<file path="src/cst_pkg.sv">
`timescale 1ns / 1ps
// Shared types and constants of the command slot tracker.
package cst_pkg;

	localparam int CFG_W        = 6;
	localparam int TAG_W        = 32;
	localparam int TFS_W        = 16;
	localparam int SLOT_W       = 5;
	localparam int ERR_BIT      = 0;
	localparam int ERR_QUAL_BIT = 10;

	localparam logic [CFG_W-1:0] CFG_RESET = 6'd32;

	localparam logic KIND_ISSUE = 1'b0;
	localparam logic KIND_INTR  = 1'b1;

	typedef enum logic [1:0] {
		RK_ISSUED  = 2'd0,
		RK_DONE    = 2'd1,
		RK_BUSY    = 2'd2,
		RK_DEV_ERR = 2'd3
	} result_kind_t;

	typedef struct packed {
		logic             intr;
		logic             notify;
		logic             err;
		logic [TAG_W-1:0] data;
	} req_t;

endpackage

</file>
<file path="src/cst_ram.sv">
`timescale 1ns / 1ps
// Generic single-write, single-read RAM with registered read data.
module cst_ram #(
	parameter int WIDTH = 32,
	parameter int DEPTH = 32,
	parameter int AW    = (DEPTH > 1) ? $clog2(DEPTH) : 1
) (
	input  logic             clk,
	input  logic             we,
	input  logic [AW-1:0]    waddr,
	input  logic [WIDTH-1:0] wdata,
	input  logic             re,
	input  logic [AW-1:0]    raddr,
	output logic [WIDTH-1:0] rdata
);

	logic [WIDTH-1:0] mem_q [DEPTH];
	logic [WIDTH-1:0] rdata_q;

	always_ff @(posedge clk) begin
		if (we) begin
			mem_q[waddr] <= wdata;
		end
		if (re) begin
			rdata_q <= mem_q[raddr];
		end
	end

	assign rdata = rdata_q;

endmodule

</file>
<file path="src/cst_front.sv">
`timescale 1ns / 1ps
// Front end: accepts requests and classifies them for the queue.
module cst_front (
	input  logic                        start,
	input  logic                        full,
	input  logic                        kind,
	input  logic [cst_pkg::TAG_W-1:0]   user_tag,
	input  logic                        notify,
	input  logic [cst_pkg::TAG_W-1:0]   issued_mask,
	input  logic [cst_pkg::TFS_W-1:0]   task_file_status,
	output logic                        push,
	output cst_pkg::req_t               req
);
	import cst_pkg::*;

	always_comb begin
		req.intr   = (kind == KIND_INTR);
		req.notify = notify;
		req.err    = task_file_status[ERR_BIT] & ~task_file_status[ERR_QUAL_BIT];
		req.data   = (kind == KIND_INTR) ? issued_mask : user_tag;
	end

	assign push = start & ~full;

endmodule

</file>
<file path="src/cst_queue.sv">
`timescale 1ns / 1ps
// Two-entry request queue between front end and back end.
module cst_queue (
	input  logic          clk,
	input  logic          arst_n,
	input  logic          push,
	input  cst_pkg::req_t push_req,
	output logic          full,
	input  logic          pop,
	output cst_pkg::req_t pop_req,
	output logic          empty
);
	import cst_pkg::*;

	localparam int DEPTH = 2;
	localparam int AW    = $clog2(DEPTH);
	localparam int CW    = $clog2(DEPTH + 1);

	req_t          entry_q [DEPTH];
	logic [AW-1:0] wr_q;
	logic [AW-1:0] rd_q;
	logic [CW-1:0] cnt_q;

	assign full    = (cnt_q == CW'(DEPTH));
	assign empty   = (cnt_q == '0);
	assign pop_req = entry_q[rd_q];

	always_ff @(posedge clk or negedge arst_n) begin
		if (!arst_n) begin
			wr_q  <= '0;
			rd_q  <= '0;
			cnt_q <= '0;
		end else begin
			if (push) begin
				wr_q <= wr_q + AW'(1);
			end
			if (pop) begin
				rd_q <= rd_q + AW'(1);
			end
			if (push && !pop) begin
				cnt_q <= cnt_q + CW'(1);
			end else if (pop && !push) begin
				cnt_q <= cnt_q - CW'(1);
			end
		end
	end

	always_ff @(posedge clk) begin
		if (push) begin
			entry_q[wr_q] <= push_req;
		end
	end

endmodule

</file>
<file path="src/cst_back.sv">
`timescale 1ns / 1ps
// Back end: slot allocation, completion scan and result generation.
module cst_back #(
	parameter int SLOTS = 32
) (
	input  logic                        clk,
	input  logic                        arst_n,
	input  logic                        req_valid,
	input  cst_pkg::req_t               req,
	output logic                        pop,
	input  logic [cst_pkg::CFG_W-1:0]   slot_count,
	output logic                        result_valid,
	output logic [1:0]                  result_kind,
	output logic [cst_pkg::SLOT_W-1:0]  slot,
	output logic [cst_pkg::TAG_W-1:0]   done_tag,
	output logic                        last
);
	import cst_pkg::*;

	localparam int SW = (SLOTS > 1) ? $clog2(SLOTS) : 1;

	typedef enum logic [2:0] {
		ST_IDLE = 3'b001,
		ST_SCAN = 3'b010,
		ST_ERR  = 3'b100
	} state_t;

	state_t           state_q;
	logic [SLOTS-1:0] busy_q;
	logic [SLOTS-1:0] notify_q;
	logic [SLOTS-1:0] pend_q;
	logic [SW-1:0]    next_q;
	logic             err_q;
	logic             cmp_valid_s1;
	logic [SW-1:0]    cmp_slot_s1;
	logic             cmp_last_s1;
	logic             res_valid_q;
	result_kind_t     res_kind_q;
	logic [SW-1:0]    res_slot_q;

	logic [CFG_W-1:0] eff_cnt;
	logic [CFG_W-1:0] slot_inc;
	logic [SW-1:0]    iss_slot;
	logic [SW-1:0]    iss_next;
	logic             iss_hit;
	logic [SLOTS-1:0] done_m;
	logic [SLOTS-1:0] rep_m;
	logic [SLOTS-1:0] pend_rest;
	logic [SW-1:0]    low_slot;
	logic [TAG_W-1:0] ram_rdata;
	logic             ram_we;

	always_comb begin
		priority if (slot_count == '0) begin
			eff_cnt = CFG_W'(1);
		end else if (slot_count > CFG_W'(SLOTS)) begin
			eff_cnt = CFG_W'(SLOTS);
		end else begin
			eff_cnt = slot_count;
		end
	end

	assign iss_slot  = (CFG_W'(next_q) < eff_cnt) ? next_q : '0;
	assign iss_hit   = busy_q[iss_slot];
	assign slot_inc  = CFG_W'(iss_slot) + CFG_W'(1);
	assign iss_next  = (slot_inc == eff_cnt) ? '0 : SW'(slot_inc);

	assign done_m    = busy_q & ~req.data[SLOTS-1:0];
	assign rep_m     = done_m & notify_q;
	assign pend_rest = pend_q & (pend_q - SLOTS'(1));

	always_comb begin
		low_slot = '0;
		for (int i = SLOTS - 1; i >= 0; i--) begin
			if (pend_q[i]) begin
				low_slot = SW'(i);
			end
		end
	end

	assign pop    = (state_q == ST_IDLE) && req_valid;
	assign ram_we = pop && !req.intr && !iss_hit;

	cst_ram #(
		.WIDTH(TAG_W),
		.DEPTH(SLOTS),
		.AW   (SW)
	) u_tag_ram (
		.clk  (clk),
		.we   (ram_we),
		.waddr(iss_slot),
		.wdata(req.data),
		.re   (state_q == ST_SCAN),
		.raddr(low_slot),
		.rdata(ram_rdata)
	);

	always_ff @(posedge clk or negedge arst_n) begin
		if (!arst_n) begin
			state_q      <= ST_IDLE;
			busy_q       <= '0;
			next_q       <= '0;
			pend_q       <= '0;
			err_q        <= 1'b0;
			cmp_valid_s1 <= 1'b0;
			res_valid_q  <= 1'b0;
		end else begin
			res_valid_q  <= 1'b0;
			cmp_valid_s1 <= 1'b0;
			unique case (state_q)
				ST_IDLE: begin
					if (pop) begin
						if (!req.intr) begin
							res_valid_q <= 1'b1;
							if (!iss_hit) begin
								busy_q[iss_slot] <= 1'b1;
								next_q           <= iss_next;
							end
						end else begin
							busy_q <= req.err ? '0 : (busy_q & ~done_m);
							pend_q <= rep_m;
							err_q  <= req.err;
							if (rep_m != '0) begin
								state_q <= ST_SCAN;
							end else if (req.err) begin
								res_valid_q <= 1'b1;
							end
						end
					end
				end
				ST_SCAN: begin
					pend_q       <= pend_rest;
					cmp_valid_s1 <= 1'b1;
					if (pend_rest == '0) begin
						state_q <= err_q ? ST_ERR : ST_IDLE;
					end
				end
				ST_ERR: begin
					res_valid_q <= 1'b1;
					state_q     <= ST_IDLE;
				end
				default: begin
					state_q <= ST_IDLE;
				end
			endcase
		end
	end

	always_ff @(posedge clk) begin
		if (pop && !req.intr) begin
			res_kind_q <= iss_hit ? RK_BUSY : RK_ISSUED;
			res_slot_q <= iss_slot;
			if (!iss_hit) begin
				notify_q[iss_slot] <= req.notify;
			end
		end else if ((pop && req.intr) || (state_q == ST_ERR)) begin
			res_kind_q <= RK_DEV_ERR;
			res_slot_q <= '0;
		end
		cmp_slot_s1 <= low_slot;
		cmp_last_s1 <= (pend_rest == '0) && !err_q;
	end

	assign result_valid = cmp_valid_s1 | res_valid_q;
	assign result_kind  = cmp_valid_s1 ? RK_DONE : res_kind_q;
	assign slot         = SLOT_W'(cmp_valid_s1 ? cmp_slot_s1 : res_slot_q);
	assign done_tag     = cmp_valid_s1 ? ram_rdata : '0;
	assign last         = cmp_valid_s1 ? cmp_last_s1 : 1'b1;

`ifndef SYNTHESIS
	a_one_source: assert property (@(posedge clk) disable iff (!arst_n)
		!(cmp_valid_s1 && res_valid_q))
		else $error("completion and request result collide");
	a_pend_freed: assert property (@(posedge clk) disable iff (!arst_n)
		(pend_q & busy_q) == '0)
		else $error("pending completion still marked busy");
	a_scan_work: assert property (@(posedge clk) disable iff (!arst_n)
		(state_q == ST_SCAN) |-> (pend_q != '0))
		else $error("scan with no pending completion");
	a_cmp_origin: assert property (@(posedge clk) disable iff (!arst_n)
		cmp_valid_s1 |-> $past(state_q == ST_SCAN))
		else $error("completion result without scan");
`endif

endmodule

</file>
<file path="src/command_slot_tracker.sv">
`timescale 1ns / 1ps
// Top level of the command slot tracker.
//
// A request is taken when start is high and busy is low; busy rises only while
// the two-entry request queue is full. Results come out on result_valid for one
// cycle each and cannot be held off. An issue request gives its single result
// from a register in the back end once it is popped from the queue, and leaves
// the back end idle. An interrupt with reported completions moves the back end
// from idle into its scan state, then into its error state when the status
// carries a device error: the slot tag RAM has one read port, so completions
// leave one per cycle in ascending slot order, the error result after them.
// Silent completions give no result. No clearing pass after reset.
module command_slot_tracker #(
	parameter int SLOTS = 32
) (
	input  logic                        clk,
	input  logic                        arst_n,
	input  logic                        start,
	output logic                        busy,
	input  logic                        kind,
	input  logic [cst_pkg::TAG_W-1:0]   user_tag,
	input  logic                        notify,
	input  logic [cst_pkg::TAG_W-1:0]   issued_mask,
	input  logic [cst_pkg::TFS_W-1:0]   task_file_status,
	input  logic                        cfg_we,
	input  logic [cst_pkg::CFG_W-1:0]   cfg_wdata,
	output logic                        result_valid,
	output logic [1:0]                  result_kind,
	output logic [cst_pkg::SLOT_W-1:0]  slot,
	output logic [cst_pkg::TAG_W-1:0]   done_tag,
	output logic                        last
);
	import cst_pkg::*;

	logic             full;
	logic             empty;
	logic             push;
	logic             pop;
	req_t             push_req;
	req_t             pop_req;
	logic [CFG_W-1:0] slot_count_q;

	always_ff @(posedge clk or negedge arst_n) begin
		if (!arst_n) begin
			slot_count_q <= CFG_RESET;
		end else if (cfg_we) begin
			slot_count_q <= cfg_wdata;
		end
	end

	assign busy = full;

	cst_front u_front (
		.start           (start),
		.full            (full),
		.kind            (kind),
		.user_tag        (user_tag),
		.notify          (notify),
		.issued_mask     (issued_mask),
		.task_file_status(task_file_status),
		.push            (push),
		.req             (push_req)
	);

	cst_queue u_queue (
		.clk     (clk),
		.arst_n  (arst_n),
		.push    (push),
		.push_req(push_req),
		.full    (full),
		.pop     (pop),
		.pop_req (pop_req),
		.empty   (empty)
	);

	cst_back #(
		.SLOTS(SLOTS)
	) u_back (
		.clk         (clk),
		.arst_n      (arst_n),
		.req_valid   (!empty),
		.req         (pop_req),
		.pop         (pop),
		.slot_count  (slot_count_q),
		.result_valid(result_valid),
		.result_kind (result_kind),
		.slot        (slot),
		.done_tag    (done_tag),
		.last        (last)
	);

endmodule
</file>
<file path="config.mk">
export PLATFORM = sky130hd
export DESIGN_NAME = command_slot_tracker
export DESIGN_NICKNAME = d
export VERILOG_FILES = /design/src/cst_pkg.sv /design/src/cst_ram.sv /design/src/cst_front.sv /design/src/cst_queue.sv /design/src/cst_back.sv /design/src/command_slot_tracker.sv
export SDC_FILE = /design/constraint.sdc
export NUM_CORES = 2
export LEC_CHECK = 0
export ABC_AREA = 1
export BUFFER_PORTS_ARGS = -buffer_cell sky130_fd_sc_hd__buf_2
export CORE_MARGIN = 2
export CORE_UTILIZATION = 40
export CTS_CLUSTER_DIAMETER = 80
export CTS_CLUSTER_SIZE = 10
export DETAILED_ROUTE_END_ITERATION = 8
export PLACE_DENSITY = 0.51
export SLEW_MARGIN = 40
export SYNTH_ARGS = -nofsm -noshare
export SYNTH_HDL_FRONTEND = slang
export SYNTH_HIERARCHICAL = 1
export SYNTH_SLANG_ARGS = --single-unit
</file>
<file path="constraint.sdc">
create_clock -name clk -period 13.6 [get_ports clk]
set_clock_uncertainty 0.15 [all_clocks]
set_input_delay 2.72 -clock clk [delete_from_list [all_inputs] [get_ports clk]]
set_output_delay 2.72 -clock clk [all_outputs]
set_load 0.05 [all_outputs]
</file>
# --- Word-level counts from Yosys, hierarchy flattened ---
# Memory sizes are Yosys's and may differ from the RTL's. A register that Yosys moved wholly into a read port is not among the register bits.
# Index checks and enable logic that the tools add are counted.
word_totals:
  word_cells: 155
  n_memories: 2
  reg_bits: 130
  mem_bits_rw: 1094
memory_table:
  columns: ["name", "depth", "word_bits", "rd", "rd_ports_with_merged_regs", "wr", "line_no", "source"]
  rows:
  - ["u_back.u_tag_ram.mem_q", 32, 32, 1, 1, 1, "cst_ram.sv:17", "logic [WIDTH-1:0] mem_q [DEPTH];"]
  - ["u_queue.entry_q", 2, 35, 1, 0, 1, "cst_queue.sv:19", "req_t entry_q [DEPTH];"]
op_classes:
  n_bitwise: 14
  n_mux: 75
  n_reduce_logical: 28
  n_lt_le_gt_ge: 4
  eq_ne: 10
  n_addsub: 6
op_table:
  columns: ["operator", "count"]
  rows:
  - ["$mux 32", 7]
  - ["$mux 5", 37]
  - ["$and 32x32->32", 4]
  - ["$not 32->32", 2]
  - ["$pmux 32 s2", 1]
  - ["$bwmux 32", 1]
  - ["$logic_not 32->1", 1]
  - ["$or 32x32->32", 1]
  - ["$reduce_bool 32->1", 1]
  - ["$sub 32x1->32 const B", 1]
  - ["$mux 3", 5]
  - ["$mux 1", 12]
  - ["$mux 2", 6]
  - ["$mux 6", 2]
  - ["$reduce_and 3->1", 3]
  - ["$logic_and 1x1->1", 8]
  - ["$ne 2x1->1 const B", 4]
  - ["$reduce_and 4->1", 2]
  - ["$add 5x1->6 const B", 1]
  - ["$eq 6x6->1", 1]
  - ["$gt 6x6->1 const B", 1]
  - ["$logic_not 1->1", 6]
  - ["$logic_not 6->1", 1]
  - ["$lt 5x6->1", 1]
  - ["other kinds (21)", 28]

# --- Logic depth before layout (Yosys ltp) ---
depth:
  word_depth: 32
  mapped_depth: 43
  depth_no_buf: 40

# --- Modules after synthesis ---
# The synthesis kept the hierarchy.
modules_own_cells:
  columns: ["mod", "n_inst", "seq_area_each_um2", "cells_each", "area_per_inst_um2"]
  rows:
  - ["cst_ram", 1, 31710.4, 3536, 42726.0]
  - ["cst_back", 1, 3169.3, 985, 7377.1]
  - ["cst_queue", 1, 2202.1, 134, 2882.8]
  - ["cst_front", 1, 0.0, 110, 521.8]
  - ["command_slot_tracker", 1, 151.4, 26, 226.5]

# --- Worst setup path after synthesis ---
# Ideal clock, no wire load.
synth_timing:
  path_type: "input port to flip-flop"
  from: "in start"
  to: "mem u_queue/entry_q[0][0] in the netlist's numbering (enable)"
  path_slack_ns: 8.535
  path_buffers: 0
  required_ns: 13.023
  arrival_ns: 4.488
  setup_time_ns: 0.427
  stages: 4
  path_cell_list: "inv_1 > nor2_1 > inv_1 > nor2_1"
synth_via:
  elab_chain_cells: 3
synth_rtl:
  columns: ["item", "line_no", "source"]
  rows:
  - ["from (decl)", "command_slot_tracker.sv:18", "input logic start,"]
  - ["$and 1x1->1", "cst_front.sv:23", "assign push = start & ~full;"]
  - ["net push", "command_slot_tracker.sv:37", "logic push;"]
  - ["$mux 1", "cst_queue.sv:49", "if (push) begin"]
  - ["$mux 1 (not written as such)", "cst_queue.sv:50", "entry_q[wr_q] <= push_req;"]
  - ["to (decl)", "cst_queue.sv:19", null]
# The timed path passes the listed nets, and every way through them passes these cells.

# --- Worst setup path after layout ---
layout_timing:
  from: "reg slot_count_q[2]"
  to: "mem u_back.u_tag_ram.mem_q[24][18] (enable)"
layout_via:
  elab_chain_cells: 11
  word_cells_on_any_way: 12
layout_rtl:
  columns: ["item", "line_no", "source"]
  rows:
  - ["from (decl)", "command_slot_tracker.sv:41", "logic [CFG_W-1:0] slot_count_q;"]
  - ["from (signal assigned)", "command_slot_tracker.sv:47", "slot_count_q <= cfg_wdata;"]
  - ["$gt 6x6->1", "cst_back.sv:56", "end else if (slot_count > CFG_W'(SLOTS)) begin"]
  - ["$mux 6", "cst_back.sv:56", null]
  - ["$mux 6 *", "cst_back.sv:54", "priority if (slot_count == '0) begin"]
  - ["$lt 5x6->1 *", "cst_back.sv:63", "assign iss_slot = (CFG_W'(next_q) < eff_cnt) ? next_q : '0;"]
  - ["$mux 5 *", "cst_back.sv:63", null]
  - ["$bmux 1 s5", "cst_back.sv:64", "assign iss_hit = busy_q[iss_slot];"]
  - ["$mux 1 (not written as such)", "cst_back.sv:64", null]
  - ["$logic_not 1->1", "cst_back.sv:82", "assign ram_we = pop && !req.intr && !iss_hit;"]
  - ["$logic_and 1x1->1", "cst_back.sv:82", null]
  - ["$mux 1", "cst_ram.sv:21", "if (we) begin"]
  - ["$mux 1 (not written as such)", "cst_ram.sv:22", "mem_q[waddr] <= wdata;"]
  - ["to (decl)", "cst_ram.sv:17", null]
# Mark *: on every way between the ends. The rest lies on a longest branch, timed or not. The select of a mux whose other input is x is not followed.

==> results.py <==
metrics = {
    "outcome": {
        "status": "complete, no violations",
    },
    "drt": {
        "firstDrtPassIters": 5,
        "drt-initial-drc-count": 3141,
        "vias_per_cell": 5.29,
        "dr_total_vias": 35300,
        "ant_nets": 0,
        "drt_wl_total_mm": 150,
        "remaining_drc_errors": 0,
        "wl_per_cell_um": 22.4,
    },
    "synthesis": {
        "synth_edf_count": 1165,
        "synth_most_common_cell": "nand2_1",
        "synth_top_family_by_area": "simple AND/OR/NAND/NOR gates",
        "synth_compound_area_frac": 0.0197,
        "netlist_area_mm2": 0.0537,
        "yosys.area_share.simple": 0.227,
        "synth_common_cells": "nand2_1 (1812), edfxtp_1 (1165), nand3_1 (816)",
        "synth_cell_types": 60,
        "synth_nets": 4892,
        "synthAdderAreaFrac": 0.00210,
        "synth_top_area_share": 0.651,
        "yosysTopAreaCell": "edfxtp_1",
        "synth_seq_cells": 1256,
        "syn_inst": 4791,
        "synth_xor_area_frac": 0.00147,
        "synthMuxAreaShare": 0.00936,
        "synth-async-reset-ratio": 0.0677,
        "ys_seq_area_frac": 0.693,
        "synth.top_cells.by_area": "edfxtp_1 (65%), nand2_1 (13%), nand3_1 (7.6%)",
        "synth-main-ff-cell": "edfxtp_1",
        "yosysWarnings": 6,
        "synth_area_per_cell_um2": 11.2,
    },
    "sta": {
        "max_freq_mhz": 168,
        "relSlewSlack": 0.448,
        "worst_pin_slew_ps": 828,
        "setup_viol": 0,
        "fin_ws_ps": 7650,
        "hold_viol": 0,
        "fin_hold_ws_ps": 303,
        "maxSlewViolCount": 0,
        "rsz0062_at_grt": "false",
        "post-route-min-period_ps": 5950,
        "min_period_over_period": 0.437,
        "setup_tns_ps": 0,
    },
    "grt": {
        "overflow": 0,
        "grt_max_degree": 179,
        "grt_use_total": 0.218,
        "antenna_found_initial": 3,
        "grt_pass1_vias": 33500,
        "grt_pass1_wl_mm": 221,
    },
    "clocking": {
        "ctsResizeCount": 0,
        "clock_sinks": 1256,
        "hold_buffers": 0,
        "clkLatencyLatePin_ps": 770,
        "numCtsBuffers": 143,
        "cts_root_buf": "clkbuf_16",
        "cts.htree.levels": 4,
        "clk_pin_slew_worst_paths_ps": 60,
        "clk_path_buf_depth": 3,
        "cts_setup_buffers": 0,
        "cts_tree": "done",
    },
    "die": {
        "pin_count": 134,
        "dieArea_mm2": 0.137,
        "rows": 134,
        "initial_core_util": 0.403,
        "die_y_um": 371,
        "fp.dieW_um": 371,
        "core_mm2": 0.133,
    },
    "worst_hold_path": {
        "worstHoldStart": "u_back/err_q",
        "min_path_cells": 1,
        "min_to": "u_back/cmp_last_s1",
        "holdCritPathClass": "reg2reg",
    },
    "worst_setup_path": {
        "cp.required_ps": 13870,
        "crit_path_max_fanout": 21,
        "start_kind": "flip-flop",
        "reg2reg_slack_ps": 7650,
        "worstSetupPathType": "reg2reg",
        "r2r-start": "slot_count_q[2]",
        "timing.rr.end": "u_back/u_tag_ram/mem_q[24][18]",
        "critPathCaptureType": "flip-flop",
        "critPathArrivalTime_ps": 6220,
        "rr_worst_depth": 21,
    },
    "cells_and_area": {
        "nets": 4959,
        "drive_above_1_share": 0.102,
        "area_delta_synth_final_pct": 11.0,
    },
    "power": {
        "seqPwrFrac": 0.355,
        "swShare": 0.412,
        "power_frac_clock": 0.241,
        "internal_power_uw": 8280,
        "switching_power_uw": 5810,
        "power_leakage_uw": 0.0224,
        "powerDensity_mw_per_mm2": 236,
        "ir_drop_mv": 0.327,
        "power_frac_comb": 0.404,
    },
    "placement": {
        "pre_cts_ws_ps": 7750,
        "gp_congestion": 0.845,
        "dp_hpwl_mm": 81.2,
        "io_buffers": 119,
    },
    "job": {
        "max-cap-violations": 0,
    },
}
==> metrics by stage <==
stage	power [uW]	instance area, um^2	utilization	instances
after floorplan	9350	53700	-	4791
after global placement	10700	55500	0.416	6475
after detailed placement	10800	55600	0.417	6479
after CTS	14200	59600	0.446	6669
after global routing	15000	59600	0.447	6671
final	14100	59600	0.447	6674
==> worst max-delay path by stage <==
stage                                     end  cells after the start  slack, ps         startpoint
2_1_floorplan           u_queue/entry_q[0][0]                      4       8530              start
4_1_cts        u_back/u_tag_ram/mem_q[21][14]                     21       7730    slot_count_q[2]
6_report       u_back/u_tag_ram/mem_q[24][18]                     21       7650    slot_count_q[2]
3_5_place_dp    u_back/u_tag_ram/mem_q[21][2]                     19       7750    slot_count_q[5]
3_3_place_gp       u_back/u_tag_ram/rdata[29]                     43       7390  u_back/pend_q[30]
5_1_grt        u_back/u_tag_ram/mem_q[24][28]                     21       7320    slot_count_q[2]
==> power by group through the flow <==
stage	combinational, uW	clock (uW)	sequential (uW)
floorplan	4310	0	5040
global placement	5630	0	5080
detailed placement	5690	0	5080
CTS	5700	3470	5000
global route	6330	3620	5020
finish	5690	3390	5000
==> placed cells by master, fill, tap and decap left out, drive strengths merged, types with 2 or more instances in the layout <==
cell    synthesis  routed
inv           162     169
o211ai         16      16
diode           0       3
o21ai          63      63
xor2            8       8
o221ai         15      15
nand2        1827    1827
a21boi          2       2
a211oi          2       2
buf           214     189
or2             4       4
nor3           23      23
nand4          26      26
dfxtp           6       6
a31oi          23      23
mux2           35      35
dfrtp          83      83
ha              9       9
nor2          157     157
clkinv          3       8
a21oi          28      28
nor4            7       7
dfstp           2       2
clkbuf         53     178
o22ai          12      12
nand3b          4       4
edfxtp       1165    1165
a22o            2       2
a21o            2       2
nand3         828     828
==> routing by layer <==
layer | GRT usage | vias up | wire length (um)
li1 | - | 16600 | -
met3 | 0.0275 | 203 | 7910
met5 | 0 | - | 0
met1 | 0.311 | 17400 | 68400
met4 | 0.0706 | 0 | 3800
met2 | 0.346 | 1041 | 69700
==> registers in the layout, summed over array words and instances (netlist names), 5 cells and up <==
name / count
u_back/cmp_slot_s1: 5
u_back/next_q: 5
u_back/u_tag_ram/rdata: 32
u_back/u_tag_ram/mem_q: 1024
u_back/busy_q: 32
u_back/notify_q: 32
slot_count_q: 6
u_back/pend_q: 32
u_queue/entry_q: 70
u_back/res_slot_q: 5
==> layout make-up <==
type	count	area, um^2
Antenna cell	3	7.51
Clock buffer	178	3750
Clock inverter	12	170
Fill cell	12400	73800
Inverter	165	657
Multi-Input combinational cell	3103	14300
Sequential cell	1256	37200
Tap cell	1768	2210
Timing Repair Buffer	189	1300
==> kinds of logic after synthesis <==
kind of cell | count (synthesis)
buf+inv | 432
fa+ha+maj | 9
simple gates | 2878
mux | 35
flops | 1256
xor+xnor | 9
compound gates | 172
==> worst max-delay path: stages (launching register included) <==
cell	delay, ps
dfrtp_1	420
nor2_1	120
nand3b_1	120
nand2_1	120
nand2_1	80
ha_1	190
a21o_1	170
a22oi_1	230
nand2_4	180
nor2_2	470
buf_4	350
o21ai_0	110
nand3_1	70
nand2_1	60
a21oi_1	240
nand3_2	140
nand2_4	170
nand2_4	190
inv_2	380
nand3_2	520
nor2_4	590
buf_4	440
(Power assumes the default switching activity.)
